**src/hdl/sha256sb_pkg.sv**
```systemverilog
// Shared types, constants and round functions for the single-block SHA-256 hasher.
// No dependencies; imported by the controller, the datapath and the top level.
`timescale 1ns / 1ps

package sha256sb_pkg;

    // Largest message that fits one padded block
    localparam logic [5:0] MAX_BYTES = 6'd55;
    localparam logic [7:0] PAD_BYTE  = 8'h80;
    localparam int         BUF_WORDS = 14;
    localparam int         WIN_WORDS = 16;
    localparam int         DIG_WORDS = 8;
    localparam logic [5:0] LAST_ROUND = 6'd63;
    localparam logic [2:0] LAST_WORD_IDX = 3'd7;

    localparam logic [31:0] ROUND_K [64] = '{
        32'h428a2f98, 32'h71374491, 32'hb5c0fbcf, 32'he9b5dba5,
        32'h3956c25b, 32'h59f111f1, 32'h923f82a4, 32'hab1c5ed5,
        32'hd807aa98, 32'h12835b01, 32'h243185be, 32'h550c7dc3,
        32'h72be5d74, 32'h80deb1fe, 32'h9bdc06a7, 32'hc19bf174,
        32'he49b69c1, 32'hefbe4786, 32'h0fc19dc6, 32'h240ca1cc,
        32'h2de92c6f, 32'h4a7484aa, 32'h5cb0a9dc, 32'h76f988da,
        32'h983e5152, 32'ha831c66d, 32'hb00327c8, 32'hbf597fc7,
        32'hc6e00bf3, 32'hd5a79147, 32'h06ca6351, 32'h14292967,
        32'h27b70a85, 32'h2e1b2138, 32'h4d2c6dfc, 32'h53380d13,
        32'h650a7354, 32'h766a0abb, 32'h81c2c92e, 32'h92722c85,
        32'ha2bfe8a1, 32'ha81a664b, 32'hc24b8b70, 32'hc76c51a3,
        32'hd192e819, 32'hd6990624, 32'hf40e3585, 32'h106aa070,
        32'h19a4c116, 32'h1e376c08, 32'h2748774c, 32'h34b0bcb5,
        32'h391c0cb3, 32'h4ed8aa4a, 32'h5b9cca4f, 32'h682e6ff3,
        32'h748f82ee, 32'h78a5636f, 32'h84c87814, 32'h8cc70208,
        32'h90befffa, 32'ha4506ceb, 32'hbef9a3f7, 32'hc67178f2
    };

    localparam logic [31:0] INIT_H [8] = '{
        32'h6a09e667, 32'hbb67ae85, 32'h3c6ef372, 32'ha54ff53a,
        32'h510e527f, 32'h9b05688c, 32'h1f83d9ab, 32'h5be0cd19
    };

    // Controller states
    typedef enum logic [2:0] {
        ST_IDLE,
        ST_LOAD,
        ST_ROUND,
        ST_FINAL,
        ST_EMIT,
        ST_ERROR
    } t_state;

    // Controller to datapath commands
    typedef struct packed {
        logic       store;     // input beat accepted
        logic       load;      // pad, load schedule window, clear buffer
        logic       round;     // one compression round
        logic       finalize;  // add initial hash
        logic [5:0] round_idx;
        logic [2:0] word_sel;
    } t_dp_cmd;

    // Datapath to controller status
    typedef struct packed {
        logic overflowed;
    } t_dp_stat;

    function automatic logic [31:0] big_sigma0(input logic [31:0] x);
        big_sigma0 = {x[1:0], x[31:2]} ^ {x[12:0], x[31:13]} ^ {x[21:0], x[31:22]};
    endfunction

    function automatic logic [31:0] big_sigma1(input logic [31:0] x);
        big_sigma1 = {x[5:0], x[31:6]} ^ {x[10:0], x[31:11]} ^ {x[24:0], x[31:25]};
    endfunction

    function automatic logic [31:0] small_sigma0(input logic [31:0] x);
        small_sigma0 = {x[6:0], x[31:7]} ^ {x[17:0], x[31:18]} ^ (x >> 3);
    endfunction

    function automatic logic [31:0] small_sigma1(input logic [31:0] x);
        small_sigma1 = {x[16:0], x[31:17]} ^ {x[18:0], x[31:19]} ^ (x >> 10);
    endfunction

endpackage

```
**src/hdl/sha256sb_ctrl.sv**
```systemverilog
// Sequencer for the single-block SHA-256 hasher: byte intake, rounds, digest output.
// Depends on sha256sb_pkg; drives sha256sb_dp through t_dp_cmd.
`timescale 1ns / 1ps

module sha256sb_ctrl (
    input  logic                   i_clk,
    input  logic                   i_rst_n,
    input  logic                   i_in_valid,
    input  logic                   i_last,
    input  logic                   i_out_stall,
    input  sha256sb_pkg::t_dp_stat i_stat,
    output sha256sb_pkg::t_dp_cmd  o_cmd,
    output logic                   o_in_stall,
    output logic                   o_out_valid,
    output logic [2:0]             o_word_index,
    output logic                   o_too_long,
    output logic                   o_last_word
);
    import sha256sb_pkg::*;

    t_state     r_state, n_state;
    logic [5:0] r_cnt, n_cnt;
    logic       out_take;

    // State and counter registers
    always_ff @(posedge i_clk) begin
        if (!i_rst_n) begin
            r_state <= ST_IDLE;
            r_cnt   <= '0;
        end else begin
            r_state <= n_state;
            r_cnt   <= n_cnt;
        end
    end

    assign out_take = !i_out_stall;

    // Next state and commands
    always_comb begin
        n_state            = r_state;
        n_cnt              = r_cnt;
        o_cmd              = '0;
        o_cmd.round_idx    = r_cnt;
        o_cmd.word_sel     = r_cnt[2:0];
        o_in_stall         = 1'b1;
        o_out_valid        = 1'b0;
        o_word_index       = r_cnt[2:0];
        o_too_long         = 1'b0;
        o_last_word        = 1'b0;
        case (r_state)
            ST_IDLE: begin
                o_in_stall = 1'b0;
                if (i_in_valid) begin
                    o_cmd.store = 1'b1;
                    if (i_last) begin
                        n_state = ST_LOAD;
                    end
                end
            end
            ST_LOAD: begin
                o_cmd.load = 1'b1;
                n_cnt      = '0;
                n_state    = i_stat.overflowed ? ST_ERROR : ST_ROUND;
            end
            ST_ROUND: begin
                o_cmd.round = 1'b1;
                n_cnt       = r_cnt + 6'd1;
                if (r_cnt == LAST_ROUND) begin
                    n_state = ST_FINAL;
                end
            end
            ST_FINAL: begin
                o_cmd.finalize = 1'b1;
                n_cnt          = '0;
                n_state        = ST_EMIT;
            end
            ST_EMIT: begin
                o_out_valid = 1'b1;
                o_last_word = (r_cnt[2:0] == LAST_WORD_IDX);
                if (out_take) begin
                    if (r_cnt[2:0] == LAST_WORD_IDX) begin
                        n_cnt   = '0;
                        n_state = ST_IDLE;
                    end else begin
                        n_cnt = r_cnt + 6'd1;
                    end
                end
            end
            ST_ERROR: begin
                o_out_valid  = 1'b1;
                o_too_long   = 1'b1;
                o_last_word  = 1'b1;
                o_word_index = '0;
                if (out_take) begin
                    n_state = ST_IDLE;
                end
            end
            default: begin
                n_state = ST_IDLE;
                n_cnt   = '0;
            end
        endcase
    end

endmodule

```
**src/hdl/sha256sb_dp.sv**
```systemverilog
// Datapath of the single-block SHA-256 hasher: byte buffer, schedule window,
// working variables and digest. Depends on sha256sb_pkg; driven by sha256sb_ctrl.
`timescale 1ns / 1ps

module sha256sb_dp (
    input  logic                   i_clk,
    input  logic                   i_rst_n,
    input  sha256sb_pkg::t_dp_cmd  i_cmd,
    input  logic [7:0]             i_data_byte,
    input  logic                   i_byte_valid,
    output sha256sb_pkg::t_dp_stat o_stat,
    output logic [31:0]            o_word
);
    import sha256sb_pkg::*;

    logic [31:0] r_blk [BUF_WORDS];
    logic [5:0]  r_byte_count;
    logic        r_overflowed;
    logic [31:0] r_w [WIN_WORDS];
    logic [31:0] r_v [DIG_WORDS];

    logic [4:0]  byte_sh;
    logic [31:0] byte_word;
    logic [31:0] pad_word;
    logic        room;
    logic [31:0] w_next;
    logic [31:0] t1, t2;

    // Position of the next byte inside its big-endian word
    assign byte_sh   = {~r_byte_count[1:0], 3'b000};
    assign byte_word = 32'(i_data_byte) << byte_sh;
    assign pad_word  = 32'(PAD_BYTE) << byte_sh;
    assign room      = !r_overflowed && (r_byte_count < MAX_BYTES);

    // Round and schedule arithmetic
    assign w_next = small_sigma1(r_w[14]) + r_w[9] + small_sigma0(r_w[1]) + r_w[0];
    assign t1 = r_v[7] + big_sigma1(r_v[4]) + ((r_v[4] & r_v[5]) ^ (~r_v[4] & r_v[6]))
              + ROUND_K[i_cmd.round_idx] + r_w[0];
    assign t2 = big_sigma0(r_v[0])
              + ((r_v[0] & r_v[1]) ^ (r_v[0] & r_v[2]) ^ (r_v[1] & r_v[2]));

    // Byte buffer, count and overflow flag
    always_ff @(posedge i_clk) begin
        if (!i_rst_n) begin
            for (int i = 0; i < BUF_WORDS; i++) begin
                r_blk[i] <= '0;
            end
            r_byte_count <= '0;
            r_overflowed <= 1'b0;
        end else if (i_cmd.load) begin
            for (int i = 0; i < BUF_WORDS; i++) begin
                r_blk[i] <= '0;
            end
            r_byte_count <= '0;
            r_overflowed <= 1'b0;
        end else if (i_cmd.store && i_byte_valid) begin
            if (room) begin
                for (int i = 0; i < BUF_WORDS; i++) begin
                    if (r_byte_count[5:2] == 4'(i)) begin
                        r_blk[i] <= r_blk[i] | byte_word;
                    end
                end
                r_byte_count <= r_byte_count + 6'd1;
            end else begin
                r_overflowed <= 1'b1;
            end
        end
    end

    // Schedule window: padded block on load, one new word per round
    always_ff @(posedge i_clk) begin
        if (i_cmd.load) begin
            for (int i = 0; i < BUF_WORDS; i++) begin
                r_w[i] <= (r_byte_count[5:2] == 4'(i)) ? (r_blk[i] | pad_word) : r_blk[i];
            end
            r_w[14] <= '0;
            r_w[15] <= {23'd0, r_byte_count, 3'b000};
        end else if (i_cmd.round) begin
            for (int i = 0; i < WIN_WORDS - 1; i++) begin
                r_w[i] <= r_w[i + 1];
            end
            r_w[15] <= w_next;
        end
    end

    // Working variables; they hold the digest after finalize
    always_ff @(posedge i_clk) begin
        if (i_cmd.load) begin
            for (int i = 0; i < DIG_WORDS; i++) begin
                r_v[i] <= INIT_H[i];
            end
        end else if (i_cmd.round) begin
            r_v[7] <= r_v[6];
            r_v[6] <= r_v[5];
            r_v[5] <= r_v[4];
            r_v[4] <= r_v[3] + t1;
            r_v[3] <= r_v[2];
            r_v[2] <= r_v[1];
            r_v[1] <= r_v[0];
            r_v[0] <= t1 + t2;
        end else if (i_cmd.finalize) begin
            for (int i = 0; i < DIG_WORDS; i++) begin
                r_v[i] <= r_v[i] + INIT_H[i];
            end
        end
    end

    assign o_stat.overflowed = r_overflowed;
    assign o_word            = r_v[i_cmd.word_sel];

endmodule

```
**src/hdl/sha256_single_block_hasher.sv**
```systemverilog
// Single-block SHA-256 hasher. Bytes are taken one per cycle while idle.
// After the last input beat the block is padded and loaded, compressed round by round
// in a single round unit and the initial hash added; eight digest beats then follow,
// one per cycle when not stalled. A too-long message goes from the load straight to
// a single error beat. Input is stalled meanwhile. Reset (synchronous, active low)
// clears the buffer, byte count, overflow flag and the sequencer.
`timescale 1ns / 1ps

module sha256_single_block_hasher (
    input  logic        i_clk,
    input  logic        i_rst_n,
    input  logic        i_in_valid,
    output logic        o_in_stall,
    input  logic [7:0]  i_data_byte,
    input  logic        i_byte_valid,
    input  logic        i_last,
    output logic        o_out_valid,
    input  logic        i_out_stall,
    output logic [31:0] o_hash_word,
    output logic [2:0]  o_word_index,
    output logic        o_too_long,
    output logic        o_last_word
);
    import sha256sb_pkg::*;

    t_dp_cmd     cmd;
    t_dp_stat    stat;
    logic [31:0] dp_word;

    sha256sb_ctrl u_ctrl (
        .i_clk        (i_clk),
        .i_rst_n      (i_rst_n),
        .i_in_valid   (i_in_valid),
        .i_last       (i_last),
        .i_out_stall  (i_out_stall),
        .i_stat       (stat),
        .o_cmd        (cmd),
        .o_in_stall   (o_in_stall),
        .o_out_valid  (o_out_valid),
        .o_word_index (o_word_index),
        .o_too_long   (o_too_long),
        .o_last_word  (o_last_word)
    );

    sha256sb_dp u_dp (
        .i_clk        (i_clk),
        .i_rst_n      (i_rst_n),
        .i_cmd        (cmd),
        .i_data_byte  (i_data_byte),
        .i_byte_valid (i_byte_valid),
        .o_stat       (stat),
        .o_word       (dp_word)
    );

    // Error beat carries a zero word
    assign o_hash_word = o_too_long ? 32'd0 : dp_word;

endmodule
```
**config.mk**
```make
export PLATFORM = sky130hd
export DESIGN_NAME = sha256_single_block_hasher
export DESIGN_NICKNAME = d
export VERILOG_FILES = /design/src/hdl/sha256sb_pkg.sv /design/src/hdl/sha256sb_ctrl.sv /design/src/hdl/sha256sb_dp.sv /design/src/hdl/sha256_single_block_hasher.sv
export SDC_FILE = /design/constraint.sdc
export NUM_CORES = 2
export LEC_CHECK = 0
export BUFFER_PORTS_ARGS = -buffer_cell sky130_fd_sc_hd__buf_2
export CELL_PAD_IN_SITES_DETAIL_PLACEMENT = 0
export CELL_PAD_IN_SITES_GLOBAL_PLACEMENT = 2
export CORE_UTILIZATION = 39
export DETAILED_ROUTE_END_ITERATION = 12
export GPL_TIMING_DRIVEN = 0
export PLACE_DENSITY_LB_ADDON = 0.08
export SLEW_MARGIN = 20
export SYNTH_ARGS = -nofsm -noshare
export SYNTH_HDL_FRONTEND = slang
export SYNTH_SLANG_ARGS = --single-unit
```
**constraint.sdc**
```tcl
create_clock -name i_clk -period 15.3 [get_ports i_clk]
set_input_delay 1.53 -clock i_clk [delete_from_list [all_inputs] [get_ports i_clk]]
set_output_delay 1.53 -clock i_clk [all_outputs]
set_load 0.005 [all_outputs]
```
==> results.cfg <==
[clock_network]
worst_skew_pair.late_latency_ns = 0.82
cts_tree = done
cts_root_buf = clkbuf_16
clk_pin_slew_ns = 0.06
cts_resized = 0
htreeDepth = 4
clock_path_buffers = 3
cts_sinks = 1235
numCtsBuffers = 149
postCtsSetupRepairBufs = 0
cts_hold_buf = 0

[worst_setup_path]
crit_family = adder cells
cp_slowest_stage_delay_ns = 0.67
r2r_end = u_dp.r_v[0][31]
rr_startpoint = u_ctrl.r_cnt[0]
crit_type = reg2reg
startpoint = u_ctrl.r_cnt[0]
ff2ff_path_depth = 36
cp.depth = 36
cp.arrival_ns = 11.51
r2r_slack_ns = 4.30
critPathCapture = u_dp.r_v[0][31]
path_max_fanout = 12
cp-end-kind = flip-flop
cp-start-kind = flip-flop
path_buf_inv = 6
cpMostUsedCell = fa_1
crit_slowest_cell = o31ai_1
worstPathRequired_ns = 15.80

[die]
start_util = 0.394
die_w_um = 433
row_count = 157
ioPinCount = 53
fp.dieH_um = 433
core_mm2 = 0.184
die_area_mm2 = 0.187

[layout]
area_delta_synth_final_pct = 12.7
nets = 7863
nFillCells = 18000
final_layout_size_suffix_gt1_frac = 0.0640

[logic_synthesis]
synth_edf_count = 1184
synthXorXnorAreaFrac = 0.0702
synth_compound_area_frac = 0.0979
synth_top_family_by_area = simple AND/OR/NAND/NOR gates
synth_fp_nets = 7623
yosys.area_share.simple = 0.173
synth_flop_cell = edfxtp_1
yosysWarnings = 0
syn_avg_cell_area_um2 = 9.96
synth.mux.area_fraction = 0.0331
synth_seq_cells = 1235
syn_inst = 7263
synthesis.area_mm2 = 0.0723
synth.distinct_cells = 102
seq_area_frac_synth = 0.506
synthAdderAreaFrac = 0.0829
postSynth.asyncResetShare = 0

[detailed_routing]
drt_wl_total_mm = 293
vias = 55800
ant_nets = 0
drtIter0Drc = 5792
via_per_inst = 5.53
wl_per_cell_um = 29.0
drc = 0
dr.pass1.iters = 6

[global_routing]
overflow = 0
use_met2 = 0.525
grt_first_pass_wirelength_mm = 410
grt_max_degree = 86
grt_util_met3 = 0.0425
grt_pass1_vias = 54200
busiest_layer = met2
antenna_found_initial = 7
grtUsageMet1 = 0.397
track_usage = 0.311

[timing]
tightest_slew_ns = 1.24
post-route-period-util = 0.719
finalSetupTns_ns = 0
period_minus_slack_ns = 11.00
timing_max_transition_violations_final = 0
grt_setup_unrepaired = no
final-hold-violation-count = 0
max_freq_mhz = 90.9
maxSlewHeadroom = 0.174
final-setup-viol-count = 0
fin_skew_ns = 0.0543

[hold_path]
hp-class = reg2reg

[placed_design]
numPortBuffers = 52
gp_congestion = 0.954
post-dp-hpwl_mm = 226

[run_status]
status = finished, final reports clean

[run]
drv_cap = 0
layout by cell type, fill, tap and decap left out, types with 18 or more instances in the layout:
cell type,netlist,final
a211oi_1,29,29
a21o_1,88,75
a21oi_1,384,384
a22oi_1,30,30
a31oi_1,50,50
and2_1,52,52
and3_1,51,51
buf_1,34,31
buf_16,0,21
buf_2,13,68
clkbuf_1,418,428
clkbuf_16,0,152
clkbuf_2,0,18
clkinv_1,4,38
clkinv_2,0,24
dfxtp_1,51,51
edfxtp_1,1184,1184
fa_1,187,187
ha_1,159,159
inv_1,229,229
maj3_1,26,26
mux2i_1,69,69
mux4_2,73,73
nand2_1,1529,1529
nand2b_1,42,42
nand3_1,47,46
nand4_1,22,22
nor2_1,1195,1192
nor2b_1,28,28
nor3_1,54,51
o21a_1,33,33
o21ai_0,252,251
o21ai_1,18,19
o21bai_1,20,20
o22ai_1,40,40
o31ai_1,29,29
xnor2_1,388,388
xor2_1,187,187
logic make-up after synthesis:
kind of cell | count (synthesis)
AO/OA/AOI/OAI | 1130
buffers and inverters | 702
adder cells (fa/ha/maj) | 372
flip-flops | 1235
multiplexers | 147
XOR/XNOR | 577
AND/OR/NAND/NOR | 3100
layout make-up:
cell class,count,area (um2),share of cell area
Sequential cell,1235,36600,0.449
Multi-Input combinational cell,5326,33100,0.407
Clock buffer,183,3940,0.0483
Tap cell,2464,3080,0.0378
Buffer,468,1830,0.0224
Timing Repair Buffer,89,1120,0.0138
Clock inverter,89,937,0.0115
Inverter,234,878,0.0108
Antenna cell,4,10.0,0.000123
worst register-to-register path, delay by kind of cell, from the launching register on:
kind            cells  cell delay (ns)
flops               1             0.55
xor+xnor            2             0.77
compound gates     13             3.17
simple gates        7             1.14
fa+ha+maj           8             3.42
buf+inv             6             1.64
metal layers:
metal | wire length (um) | vias up
met4 | 14400 | 0
met3 | 16400 | 439
met2 | 142000 | 1957
li1 | - | 25300
met1 | 120000 | 28000
met5 | 0 | -
cell usage after synthesis, types with 54 or more instances:
library cell	count	area share
nor2_1	1195	0.062
a21o_1	88	0.0091
ha_1	159	0.028
inv_1	229	0.012
nand2_1	1529	0.079
fa_1	187	0.052
mux4_2	73	0.023
mux2i_1	69	0.0095
nor3_1	54	0.0037
xor2_1	187	0.023
o21ai_0	252	0.017
edfxtp_1	1184	0.49
xnor2_1	388	0.047
clkbuf_1	418	0.022
a21oi_1	384	0.027
registers in the layout, indices dropped and copies added (netlist names), named ones only:
signal	flops
u_ctrl.r_cnt	6
u_ctrl.r_state	3
u_dp.o_stat	1
u_dp.r_blk	448
u_dp.r_byte_count	6
u_dp.r_v	256
u_dp.r_w	512
per-stage QoR:
| stage | hold WS [ns] | utilization | instance area, um2 | setup slack [ns] | instances |
|---|---|---|---|---|---|
| after global routing | 0.499 | 0.444 | 81500 | 3.78 | 10100 |
| after detailed placement | 0.454 | 0.417 | 76600 | 4.29 | 9816 |
| final | 0.470 | 0.444 | 81500 | 4.30 | 10100 |
| after CTS | 0.470 | 0.444 | 81500 | 4.26 | 10100 |
| after floorplan | 0.437 | - | 72300 | 6.55 | 7263 |
| after global placement | 0.448 | 0.412 | 75700 | 0.794 | 9779 |
how the worst min path moves through the flow:
stage,startpoint,endpoint,slack (ns),cells after the start
finish,u_dp.r_blk[0][28],u_dp.r_blk[0][28],0.47,2
global route,u_dp.r_blk[0][3],u_dp.r_blk[0][3],0.50,2
CTS,u_dp.r_blk[0][28],u_dp.r_blk[0][28],0.47,2
detailed placement,u_dp.r_blk[0][28],u_dp.r_blk[0][28],0.45,2
global placement,u_dp.r_blk[0][31],u_dp.r_blk[0][31],0.45,2
floorplan,u_dp.r_blk[0][0],u_dp.r_blk[0][0],0.44,2
Power is left out: the tool's default activity adds up to more than one toggle a clock period on the data nets, which glitch-free logic cannot reach.
